<file path="config.mk">
export PLATFORM = sky130hd
export DESIGN_NAME = load_tracking_fan_target_ramp_flat
export DESIGN_NICKNAME = d
export VERILOG_FILES = /design/src/rtl/ltfr_pkg.sv /design/src/rtl/ltfr_in_if.sv /design/src/rtl/ltfr_out_if.sv /design/src/rtl/ltfr_ctrl.sv /design/src/rtl/ltfr_dp.sv /design/src/rtl/load_tracking_fan_target_ramp.sv /design/src/flat_wrapper.sv
export SDC_FILE = /design/constraint.sdc
export NUM_CORES = 2
export LEC_CHECK = 0
export BUFFER_PORTS_ARGS = -buffer_cell sky130_fd_sc_hd__buf_4
export CAP_MARGIN = 20
export CORE_MARGIN = 2
export CORE_UTILIZATION = 60
export CTS_CLUSTER_SIZE = 8
export DETAILED_ROUTE_END_ITERATION = 12
export PLACE_DENSITY_LB_ADDON = 0.15
export REMOVE_ABC_BUFFERS = 1
export SYNTH_ARGS = -nofsm -noshare
export SYNTH_HDL_FRONTEND = slang
export SYNTH_SLANG_ARGS = --single-unit
</file>
<file path="constraint.sdc">
create_clock -name i_clk -period 44.9 [get_ports i_clk]
set_clock_uncertainty 0.05 [all_clocks]
set_input_delay 11.225 -clock i_clk [delete_from_list [all_inputs] [get_ports i_clk]]
set_output_delay 11.225 -clock i_clk [all_outputs]
set_load 0.05 [all_outputs]
</file>
<file path="src/rtl/ltfr_pkg.sv">
`default_nettype none

package ltfr_pkg;

    // Field widths.
    localparam int unsigned CntW  = 64;
    localparam int unsigned TgtW  = 8;
    localparam int unsigned LoadW = 7;
    localparam int unsigned CfgW  = 8;
    localparam int unsigned IdxW  = 2;

    // Quotient bits of the load divider and of the goal quotient. Eight covers both
    // the load quotient (below 100) and the goal quotient (at most 255).
    localparam int unsigned QuoW  = 8;

    // Dividend and shifted-divisor width: the scaled idle delta needs 64 + 7 bits.
    localparam int unsigned ProdW = CntW + LoadW;

    localparam int unsigned LoadFull = 100;

    // Reciprocal of 100 for the goal quotient: 5243 / 2^19 gives the exact floor
    // for every goal product below 25600.
    localparam int unsigned          RecipW    = 13;
    localparam logic [RecipW-1:0]    GoalRecip = 13'd5243;
    localparam int unsigned          GoalShift = 19;

    // Register indexes on the configuration port.
    localparam logic [IdxW-1:0] CfgFloor   = 2'd0;
    localparam logic [IdxW-1:0] CfgCeiling = 2'd1;
    localparam logic [IdxW-1:0] CfgRamp    = 2'd2;

    // Register reset values.
    localparam logic [CfgW-1:0] FloorRst   = 8'd80;
    localparam logic [CfgW-1:0] CeilingRst = 8'd123;
    localparam logic [CfgW-1:0] RampRst    = 8'd4;

    typedef struct packed {
        logic [CntW-1:0] idle_time;
        logic [CntW-1:0] kernel_time;
        logic [CntW-1:0] user_time;
        logic            sample_valid;
        logic [TgtW-1:0] target_readback;
        logic            reseed;
        logic            loop_active;
    } t_item;

    typedef struct packed {
        logic [TgtW-1:0]  fan_target;
        logic [LoadW-1:0] load_percent;
        logic             target_written;
    } t_result;

    // Commands from the controller to the datapath.
    typedef struct packed {
        logic capture;
        logic delta;
        logic scale;
        logic div_step;
        logic load_fin;
        logic goal_init;
        logic goal_div;
        logic update;
    } t_cmd;

endpackage

`default_nettype wire

</file>
<file path="src/rtl/ltfr_in_if.sv">
`default_nettype none

interface ltfr_in_if;
    logic                       valid;
    logic                       ready;
    logic [ltfr_pkg::CntW-1:0]  idle_time;
    logic [ltfr_pkg::CntW-1:0]  kernel_time;
    logic [ltfr_pkg::CntW-1:0]  user_time;
    logic                       sample_valid;
    logic [ltfr_pkg::TgtW-1:0]  target_readback;
    logic                       reseed;
    logic                       loop_active;

    modport source (
        output valid, idle_time, kernel_time, user_time, sample_valid,
               target_readback, reseed, loop_active,
        input  ready
    );

    modport sink (
        input  valid, idle_time, kernel_time, user_time, sample_valid,
               target_readback, reseed, loop_active,
        output ready
    );
endinterface

`default_nettype wire

</file>
<file path="src/rtl/ltfr_out_if.sv">
`default_nettype none

interface ltfr_out_if;
    logic                       valid;
    logic                       ready;
    logic [ltfr_pkg::TgtW-1:0]  fan_target;
    logic [ltfr_pkg::LoadW-1:0] load_percent;
    logic                       target_written;

    modport source (
        output valid, fan_target, load_percent, target_written,
        input  ready
    );

    modport sink (
        input  valid, fan_target, load_percent, target_written,
        output ready
    );
endinterface

`default_nettype wire

</file>
<file path="src/rtl/ltfr_ctrl.sv">
`default_nettype none

module ltfr_ctrl (
    input  wire logic          i_clk,
    input  wire logic          i_rst_n,
    input  wire logic          i_in_valid,
    output logic               o_in_ready,
    output logic               o_out_valid,
    input  wire logic          i_out_ready,
    output ltfr_pkg::t_cmd     o_cmd
);
    import ltfr_pkg::*;

    typedef enum logic [2:0] {
        S_IDLE,
        S_DELTA,
        S_SCALE,
        S_DIVL,
        S_LOADFIN,
        S_GINIT,
        S_DIVG,
        S_UPD
    } t_state;

    localparam logic [2:0] StepLast = 3'(QuoW - 1);

    t_state     r_state;
    logic [2:0] r_cnt;
    logic       r_out_valid;

    always_comb begin
        o_in_ready      = (r_state == S_IDLE);
        o_cmd           = '0;
        o_cmd.capture   = i_in_valid && (r_state == S_IDLE);
        o_cmd.delta     = (r_state == S_DELTA);
        o_cmd.scale     = (r_state == S_SCALE);
        o_cmd.div_step  = (r_state == S_DIVL);
        o_cmd.load_fin  = (r_state == S_LOADFIN);
        o_cmd.goal_init = (r_state == S_GINIT);
        o_cmd.goal_div  = (r_state == S_DIVG);
        // The result register is only overwritten once it is free.
        o_cmd.update    = (r_state == S_UPD) && (!r_out_valid || i_out_ready);
    end

    assign o_out_valid = r_out_valid;

    always_ff @(posedge i_clk) begin
        if (!i_rst_n) begin
            r_state     <= S_IDLE;
            r_cnt       <= '0;
            r_out_valid <= 1'b0;
        end else begin
            if (o_cmd.update) begin
                r_out_valid <= 1'b1;
            end else if (i_out_ready) begin
                r_out_valid <= 1'b0;
            end

            case (r_state)
                S_IDLE: begin
                    if (i_in_valid) begin
                        r_state <= S_DELTA;
                    end
                end
                S_DELTA: begin
                    r_state <= S_SCALE;
                end
                S_SCALE: begin
                    r_cnt   <= '0;
                    r_state <= S_DIVL;
                end
                S_DIVL: begin
                    r_cnt <= r_cnt + 3'd1;
                    if (r_cnt == StepLast) begin
                        r_state <= S_LOADFIN;
                    end
                end
                S_LOADFIN: begin
                    r_state <= S_GINIT;
                end
                S_GINIT: begin
                    r_state <= S_DIVG;
                end
                S_DIVG: begin
                    r_state <= S_UPD;
                end
                S_UPD: begin
                    if (o_cmd.update) begin
                        r_state <= S_IDLE;
                    end
                end
                default: begin
                    r_state <= S_IDLE;
                end
            endcase
        end
    end
endmodule

`default_nettype wire

</file>
<file path="src/rtl/ltfr_dp.sv">
`default_nettype none

module ltfr_dp (
    input  wire logic                       i_clk,
    input  wire logic                       i_rst_n,
    input  wire ltfr_pkg::t_cmd             i_cmd,
    input  wire ltfr_pkg::t_item            i_item,
    input  wire logic                       i_cfg_we,
    input  wire logic [ltfr_pkg::IdxW-1:0]  i_cfg_idx,
    input  wire logic [ltfr_pkg::CfgW-1:0]  i_cfg_data,
    output ltfr_pkg::t_result               o_result
);
    import ltfr_pkg::*;

    // Configuration.
    logic [CfgW-1:0]  r_floor;
    logic [CfgW-1:0]  r_ceiling;
    logic [CfgW-1:0]  r_ramp;

    // Tracking state.
    logic [CntW-1:0]  r_last_busy;
    logic [CntW-1:0]  r_last_idle;
    logic [TgtW-1:0]  r_cur;

    // Working registers.
    t_item            r_item;
    logic [CntW-1:0]  r_busy;
    logic [CntW-1:0]  r_dbusy;
    logic [CntW-1:0]  r_didle;
    logic             r_ok;
    logic             r_go;
    logic [ProdW-1:0] r_rem;
    logic [ProdW-1:0] r_dsh;
    logic [QuoW-1:0]  r_quo;
    logic [LoadW-1:0] r_load;
    logic             r_neg;
    t_result          r_result;

    logic signed [CfgW:0]         span;
    logic [CfgW:0]                span_mag;
    logic [CfgW+LoadW-1:0]        prod;
    logic [CfgW+LoadW+RecipW-1:0] goal_scaled;
    logic signed [10:0]           goal;
    logic signed [10:0]           step;
    logic signed [10:0]           diff;
    logic signed [10:0]           next_t;
    logic [TgtW-1:0]              base;

    always_ff @(posedge i_clk) begin
        if (!i_rst_n) begin
            r_floor   <= FloorRst;
            r_ceiling <= CeilingRst;
            r_ramp    <= RampRst;
        end else if (i_cfg_we) begin
            case (i_cfg_idx)
                CfgFloor:   r_floor   <= i_cfg_data;
                CfgCeiling: r_ceiling <= i_cfg_data;
                CfgRamp:    r_ramp    <= i_cfg_data;
                default: begin
                end
            endcase
        end
    end

    // Goal magnitude: |ceiling - floor| times load, divided by 100 afterwards
    // through a multiply by the reciprocal.
    always_comb begin
        span        = $signed({1'b0, r_ceiling}) - $signed({1'b0, r_floor});
        span_mag    = span[CfgW] ? 9'(-span) : 9'(span);
        prod        = span_mag[CfgW-1:0] * r_load;
        goal_scaled = r_rem[CfgW+LoadW-1:0] * GoalRecip;
    end

    // Final ramp step and clamps.
    always_comb begin
        if (r_neg) begin
            goal = $signed({3'b0, r_floor}) - $signed({3'b0, r_quo});
        end else begin
            goal = $signed({3'b0, r_floor}) + $signed({3'b0, r_quo});
        end
        base = (r_item.reseed || r_cur == '0) ? r_item.target_readback : r_cur;
        if (base < r_floor) begin
            base = r_floor;
        end
        step = $signed({3'b0, r_ramp});
        diff = goal - $signed({3'b0, base});
        if (diff > step) begin
            diff = step;
        end
        if (diff < -step) begin
            diff = -step;
        end
        next_t = $signed({3'b0, base}) + diff;
        if (next_t < $signed({3'b0, r_floor})) begin
            next_t = $signed({3'b0, r_floor});
        end
        if (next_t > $signed({3'b0, r_ceiling})) begin
            next_t = $signed({3'b0, r_ceiling});
        end
    end

    always_ff @(posedge i_clk) begin
        if (!i_rst_n) begin
            r_last_busy <= '0;
            r_last_idle <= '0;
            r_cur       <= '0;
        end else begin
            if (i_cmd.delta && r_item.loop_active && r_item.sample_valid) begin
                r_last_busy <= r_busy;
                r_last_idle <= r_item.idle_time;
            end
            if (i_cmd.update && r_item.loop_active) begin
                r_cur <= next_t[TgtW-1:0];
            end
        end
    end

    always_ff @(posedge i_clk) begin
        if (i_cmd.capture) begin
            r_item <= i_item;
            r_busy <= i_item.kernel_time + i_item.user_time;
        end
        if (i_cmd.delta) begin
            r_dbusy <= r_busy - r_last_busy;
            r_didle <= (r_item.idle_time > r_last_idle) ?
                       (r_item.idle_time - r_last_idle) : '0;
            r_ok    <= r_item.sample_valid && (r_last_busy != '0) &&
                       (r_busy > r_last_busy);
        end
        if (i_cmd.scale) begin
            r_go  <= r_ok && (r_didle < r_dbusy);
            r_rem <= (ProdW'(r_didle) << 6) + (ProdW'(r_didle) << 5) +
                     (ProdW'(r_didle) << 2);
            r_dsh <= ProdW'(r_dbusy) << (QuoW - 1);
            r_quo <= '0;
        end
        if (i_cmd.div_step) begin
            if (r_rem >= r_dsh) begin
                r_rem <= r_rem - r_dsh;
                r_quo <= {r_quo[QuoW-2:0], 1'b1};
            end else begin
                r_quo <= {r_quo[QuoW-2:0], 1'b0};
            end
            r_dsh <= r_dsh >> 1;
        end
        if (i_cmd.load_fin) begin
            r_load <= r_go ? (LoadW'(LoadFull) - r_quo[LoadW-1:0]) : '0;
        end
        if (i_cmd.goal_init) begin
            r_neg <= span[CfgW];
            r_rem <= ProdW'(prod);
        end
        if (i_cmd.goal_div) begin
            r_quo <= goal_scaled[GoalShift +: QuoW];
        end
        if (i_cmd.update) begin
            if (r_item.loop_active) begin
                r_result.fan_target   <= next_t[TgtW-1:0];
                r_result.load_percent <= r_load;
            end else begin
                r_result.fan_target   <= r_cur;
                r_result.load_percent <= '0;
            end
            r_result.target_written <= r_item.loop_active;
        end
    end

    assign o_result = r_result;
endmodule

`default_nettype wire

</file>
<file path="src/rtl/load_tracking_fan_target_ramp.sv">
`default_nettype none

// Channel   Direction  Handshake        Carries
// i_item    in         valid / ready    idle, kernel, user counters, flags, readback
// o_result  out        valid / ready    fan target, load percent, target written
// i_cfg_*   in         write enable     floor, ceiling, ramp limit (index 0..2)
//
// Once an item is accepted, the controller steps through a delta cycle, a
// scale cycle, eight restoring steps of the divider for the load, a cycle to
// finish the load, one to form the goal product, one to divide it by 100
// through a reciprocal multiply, and the update cycle, which makes the result
// valid. The input opens again only after the update cycle, so no new item is
// taken while one is in progress. Reset is synchronous and active low; it
// restores the register reset values and clears the stored counters and
// target. A stalled result holds the update cycle until the output register is free.
module load_tracking_fan_target_ramp (
    input  wire logic                       i_clk,
    input  wire logic                       i_rst_n,
    ltfr_in_if.sink                         i_item,
    ltfr_out_if.source                      o_result,
    input  wire logic                       i_cfg_we,
    input  wire logic [ltfr_pkg::IdxW-1:0]  i_cfg_idx,
    input  wire logic [ltfr_pkg::CfgW-1:0]  i_cfg_data
);
    import ltfr_pkg::*;

    t_cmd    cmd;
    t_item   item;
    t_result result;
    logic    in_ready;
    logic    out_valid;

    // Pack the incoming item for the datapath.
    always_comb begin
        item.idle_time       = i_item.idle_time;
        item.kernel_time     = i_item.kernel_time;
        item.user_time       = i_item.user_time;
        item.sample_valid    = i_item.sample_valid;
        item.target_readback = i_item.target_readback;
        item.reseed          = i_item.reseed;
        item.loop_active     = i_item.loop_active;
    end

    // The controller sequences one item at a time through the datapath.
    ltfr_ctrl u_ctrl (
        .i_clk       (i_clk),
        .i_rst_n     (i_rst_n),
        .i_in_valid  (i_item.valid),
        .o_in_ready  (in_ready),
        .o_out_valid (out_valid),
        .i_out_ready (o_result.ready),
        .o_cmd       (cmd)
    );

    // The datapath holds configuration, the stored counters, the current
    // target, the load divider and the result register.
    ltfr_dp u_dp (
        .i_clk      (i_clk),
        .i_rst_n    (i_rst_n),
        .i_cmd      (cmd),
        .i_item     (item),
        .i_cfg_we   (i_cfg_we),
        .i_cfg_idx  (i_cfg_idx),
        .i_cfg_data (i_cfg_data),
        .o_result   (result)
    );

    assign i_item.ready            = in_ready;
    assign o_result.valid          = out_valid;
    assign o_result.fan_target     = result.fan_target;
    assign o_result.load_percent   = result.load_percent;
    assign o_result.target_written = result.target_written;

    // An accepted item keeps the input closed for the next cycle.
    a_busy_after_accept: assert property (@(posedge i_clk) disable iff (!i_rst_n)
        i_item.valid && i_item.ready |=> !i_item.ready)
        else $error("input accepted while an item is in progress");

    // An inactive tick reports no load.
    a_idle_no_load: assert property (@(posedge i_clk) disable iff (!i_rst_n)
        o_result.valid && !o_result.target_written |-> o_result.load_percent == '0)
        else $error("load reported on an inactive tick");

    // Load never exceeds full scale.
    a_load_range: assert property (@(posedge i_clk) disable iff (!i_rst_n)
        o_result.valid |-> o_result.load_percent <= LoadW'(LoadFull))
        else $error("load above full scale");

    // A result that is not taken stays valid and unchanged.
    a_result_held: assert property (@(posedge i_clk) disable iff (!i_rst_n)
        o_result.valid && !o_result.ready |=> o_result.valid
            && $stable({o_result.fan_target, o_result.load_percent,
                        o_result.target_written}))
        else $error("waiting result changed or dropped");
endmodule

`default_nettype wire

</file>
<file path="src/flat_wrapper.sv">
// flat-port wrapper written by rule: the top's interface ports become plain ports
module load_tracking_fan_target_ramp_flat import ltfr_pkg::*;
  (i_clk, i_rst_n, i_cfg_we, i_cfg_idx, i_cfg_data, i_item_valid, i_item_idle_time, i_item_kernel_time, i_item_user_time, i_item_sample_valid, i_item_target_readback, i_item_reseed, i_item_loop_active, i_item_ready, o_result_valid, o_result_fan_target, o_result_load_percent, o_result_target_written, o_result_ready);
  ltfr_in_if i_item_i ();
  ltfr_out_if o_result_i ();
  input  wire logic i_clk;
  input  wire logic i_rst_n;
  input  wire logic i_cfg_we;
  input  wire logic [ltfr_pkg::IdxW-1:0] i_cfg_idx;
  input  wire logic [ltfr_pkg::CfgW-1:0] i_cfg_data;
  input wire logic [$bits(i_item_i.valid)-1:0] i_item_valid;
  input wire logic [$bits(i_item_i.idle_time)-1:0] i_item_idle_time;
  input wire logic [$bits(i_item_i.kernel_time)-1:0] i_item_kernel_time;
  input wire logic [$bits(i_item_i.user_time)-1:0] i_item_user_time;
  input wire logic [$bits(i_item_i.sample_valid)-1:0] i_item_sample_valid;
  input wire logic [$bits(i_item_i.target_readback)-1:0] i_item_target_readback;
  input wire logic [$bits(i_item_i.reseed)-1:0] i_item_reseed;
  input wire logic [$bits(i_item_i.loop_active)-1:0] i_item_loop_active;
  output wire logic [$bits(i_item_i.ready)-1:0] i_item_ready;
  output wire logic [$bits(o_result_i.valid)-1:0] o_result_valid;
  output wire logic [$bits(o_result_i.fan_target)-1:0] o_result_fan_target;
  output wire logic [$bits(o_result_i.load_percent)-1:0] o_result_load_percent;
  output wire logic [$bits(o_result_i.target_written)-1:0] o_result_target_written;
  input wire logic [$bits(o_result_i.ready)-1:0] o_result_ready;
  assign i_item_i.valid = i_item_valid;
  assign i_item_i.idle_time = i_item_idle_time;
  assign i_item_i.kernel_time = i_item_kernel_time;
  assign i_item_i.user_time = i_item_user_time;
  assign i_item_i.sample_valid = i_item_sample_valid;
  assign i_item_i.target_readback = i_item_target_readback;
  assign i_item_i.reseed = i_item_reseed;
  assign i_item_i.loop_active = i_item_loop_active;
  assign i_item_ready = i_item_i.ready;
  assign o_result_valid = o_result_i.valid;
  assign o_result_fan_target = o_result_i.fan_target;
  assign o_result_load_percent = o_result_i.load_percent;
  assign o_result_target_written = o_result_i.target_written;
  assign o_result_i.ready = o_result_ready;
  load_tracking_fan_target_ramp u_core (.i_clk(i_clk), .i_rst_n(i_rst_n), .i_item(i_item_i), .o_result(o_result_i), .i_cfg_we(i_cfg_we), .i_cfg_idx(i_cfg_idx), .i_cfg_data(i_cfg_data));
endmodule
</file>
==> results.md <==
* Via density at 5.85
* Crit path max fanout at 13
* Run status: completed
* Fin. max-slew vios at 0
* Antenna violations before repair at 0
* Main combinational cell family by area after synthesis: adder cells
* Synth area leader: edfxtp_1
* Net Sw Power at 0.00167 W
* Post-synthesis sequential area ratio at 0.316
* Setup Viol. Count Final at 0
* Final Hold Viols at 0
* Most frequent cells in the layout: 605 x ha_1, 599 x inv_1, 599 x nand2_1, 374 x a21oi_1, 371 x edfxtp_1
* CTS root buf: clkbuf_16
* Die X at 294 um
* Async set-or-reset flop fraction in the synthesized netlist at 0
* Top Layer Used: met4
* Area growth syn-to-layout at 10.7%
* First drt pass iteration count at 6
* Layout cells sized above 1 at 0.0749
* Core area at 83400 sq um
* Critical path's slowest cell: or4_1
* DRT antenna net count at 0
* First-pass GRT wire length at 205000 um
* Vias in the first global route at 39.1k
* Predominant post-synthesis flop cell: edfxtp_1
* CTS tree: built
* Post-Syn Area per Cell at 9.03 sq um
* Fin crit share at 0.360
* Sw frac at 0.444
* Cell Pwr Density at 67.6 nW/um^2
* Critical path type: reg -> reg
* Metal-1 WL at 60100 um
* WL final at 129000 um
* Clock power share at 0.167
* Cells after DPL at 6767
* Fmax at 61.9 MHz
* Gate power share at 0.629
* Post-Synth Simple-Gate Area at 0.142
* Cts hold-fix bufs at 0
* # Max-Cap Violations at 0
* Worst-margin pin slew at 1.12 ns
* Number of diodes at 0
* I/O pins at 236
* EDFF count, synth at 371
* Initial DRC Count at 2902
* Post-synth top area share at 0.221
* Hold slack at 0.411 ns
* FF+latch count, synth at 610
* Pleak at 24.2 nW
* P_int at 0.00210 W
* Nature of the critical path endpoint: register
* Layout fillers at 6894
* Most common cell after layout, fill and taps aside: ha_1
* Grt ovf at 0
* Startpoint Class: register
* Main area contributors after synthesis: edfxtp_1 22%, ha_1 15%, dfxtp_1 9.5%
* VDD IR max at 0.133 mV
* Post-synthesis compound-gate area fraction at 0.199
* Final instance count without filler cells at 6929
* CTS resizes at 0
* Gr usage total at 0.297
* Xor and xnor area share after synthesis at 0.0583
* Final min period at 16.16 ns
* Final Util at 0.668
* Slowest stage delay, CP at 0.66 ns
* Largest net degree at the start of global routing at 91
* DR WL met2 at 56700 um
* CTS buffer count at 87
* Clk slew on worst S/H paths at 0.06 ns
* Die height at 294 um
* Sequential share of power at 0.203
* Post-DP HPWL at 101000 um
* Maximum root-to-sink buffer count at 3
* Mapped cell area at 50300 sq um
* CTS sink count at 610
* Worst EP required at 45.24 ns
* Wirelength per Cell at 18.5 um
* H-tree depth reported by CTS at 3
* Mux contribution to synthesized area at 0.0110
* Adder-Cell Fraction of Synth Area at 0.217
* Worst-Skew Late Latency at 0.66 ns
* Gate count of the mapped netlist at 5575
* RSZ-0062 raised after global routing: no
* # port buffers at 235
* DRC Markers at 0
* Synth unique cells at 94
* Num rows at 106
* Slew HR at 0.252
* Setup TNS at 0 ns
* Nets at 6766
* WL met3 at 7790 um
* Min-Delay Path Class: reg -> reg
* Total Die Area at 86200 sq um
* GPL Wtd Cong at 0.957
* # Post-CTS Setup Buffers at 0
* Yosys warnings at 0
* Initial Utilization at 0.603
* Worst EP arrival at 16.50 ns
* Via count at 40.6k
## worst paths after layout
| check | to | slack, ns | cells past startpoint | from |
|---|---|---|---|---|
| setup / recovery | u_core.u_dp.o_result[14]$_DFFE_PP_ | 28.74 | 74 | u_core.u_dp.r_cur[4]$_SDFFE_PN0P_ |
| hold / removal | u_core.u_dp.r_last_idle[6]$_SDFFE_PN0P_ | 0.41 | 2 | u_core.u_dp.r_last_idle[6]$_SDFFE_PN0P_ |
| setup reg to reg | u_core.u_dp.o_result[14]$_DFFE_PP_ | 28.74 | 74 | u_core.u_dp.r_cur[4]$_SDFFE_PN0P_ |
| hold reg to reg | u_core.u_dp.r_last_idle[6]$_SDFFE_PN0P_ | 0.41 | 2 | u_core.u_dp.r_last_idle[6]$_SDFFE_PN0P_ |
## cell usage after synthesis (all sizes together) (20+ instances only)
master	count
edfxtp	371
a21oi	375
xor2	125
ha	605
o21a	52
clkbuf	139
nor3	75
and3	50
inv	600
o31ai	25
a211oi	86
nand2	601
o21bai	65
o21ai	317
dfxtp	239
a31oi	30
and2	45
a21o	225
nor2	314
o22ai	20
nor4	31
nand4	60
mux2i	36
fa	167
nand2b	84
nor2b	93
xnor2	210
a21boi	158
o211ai	44
nand3	82
## stage by stage
stage	instance area, sq um	total power (W)	setup WS (ns)
2_1_floorplan	49800	0.00255	28.93
3_3_place_gp	53100	0.00305	28.13
3_5_place_dp	53100	0.00312	28.10
4_1_cts	55700	0.00378	28.78
5_1_grt	55700	0.00414	27.32
6_report	55700	0.00377	28.74
## cell families after synthesis
kind of cell             Yosys count
AO/OA/AOI/OAI                   1531
adder cells (fa/ha/maj)          774
multiplexers                      52
XOR/XNOR                         335
flip-flops                       610
AND/OR/NAND/NOR                 1523
buffers and inverters            750
## routing by layer
layer | vias to the layer above | track usage
li1 | 20100 | -
met1 | 19200 | 0.421
met2 | 1111 | 0.466
met3 | 186 | 0.0434
met4 | 0 | 0.0961
met5 | - | 0
## power by group through the flow
stage,clock [W],sequential (W),combinational (W)
floorplan,0,0.000749,0.00180
CTS,0.000641,0.000765,0.00237
global placement,0,0.000774,0.00227
global route,0.000663,0.000775,0.00270
finish,0.000631,0.000767,0.00237
detailed placement,0,0.000775,0.00235
## worst max-delay path, delay by kind of cell (launching register included)
family	cells	cell delay, ns
adder cells (fa/ha/maj)	10	2.87
multiplexers	5	1.54
buffers and inverters	6	0.86
flip-flops	1	0.33
XOR/XNOR	3	0.44
AND/OR/NAND/NOR	21	4.03
AO/OA/AOI/OAI	29	5.74
## area by class of cell
class / instances / area [sq um] / share of cell area
clock buffers: 155 / 2480 / 0.0446
clock inverters: 7 / 133 / 0.00238
inverters: 602 / 2260 / 0.0405
multi-input cells: 4215 / 31600 / 0.568
flip-flops and latches: 610 / 15900 / 0.286
well taps: 1080 / 1350 / 0.0242
repair buffers: 260 / 1950 / 0.0350
## flip-flops by register name, indices dropped and copies added (netlist names)
signal                     flops
u_core.u_dp.r_neg              1
u_core.u_dp.r_ok               1
u_core.u_dp.r_go               1
u_core.u_dp.r_last_busy       64
u_core.u_dp.r_quo              8
u_core.u_dp.r_rem             71
u_core.u_dp.o_result          16
u_core.u_dp.r_ramp             8
u_core.u_dp.r_last_idle       64
u_core.u_ctrl.r_state          3
u_core.u_dp.r_floor            8
u_core.u_dp.r_ceiling          8
u_core.u_dp.r_cur              8
u_core.u_dp.r_busy            64
u_core.u_dp.r_didle           64
u_core.u_dp.r_dsh             71
u_core.u_dp.r_item            75
u_core.u_dp.r_dbusy           64
u_core.u_ctrl.r_cnt            3
u_core.u_dp.r_load             7
u_core.u_ctrl.o_out_valid      1
(Power assumes the default switching activity.)
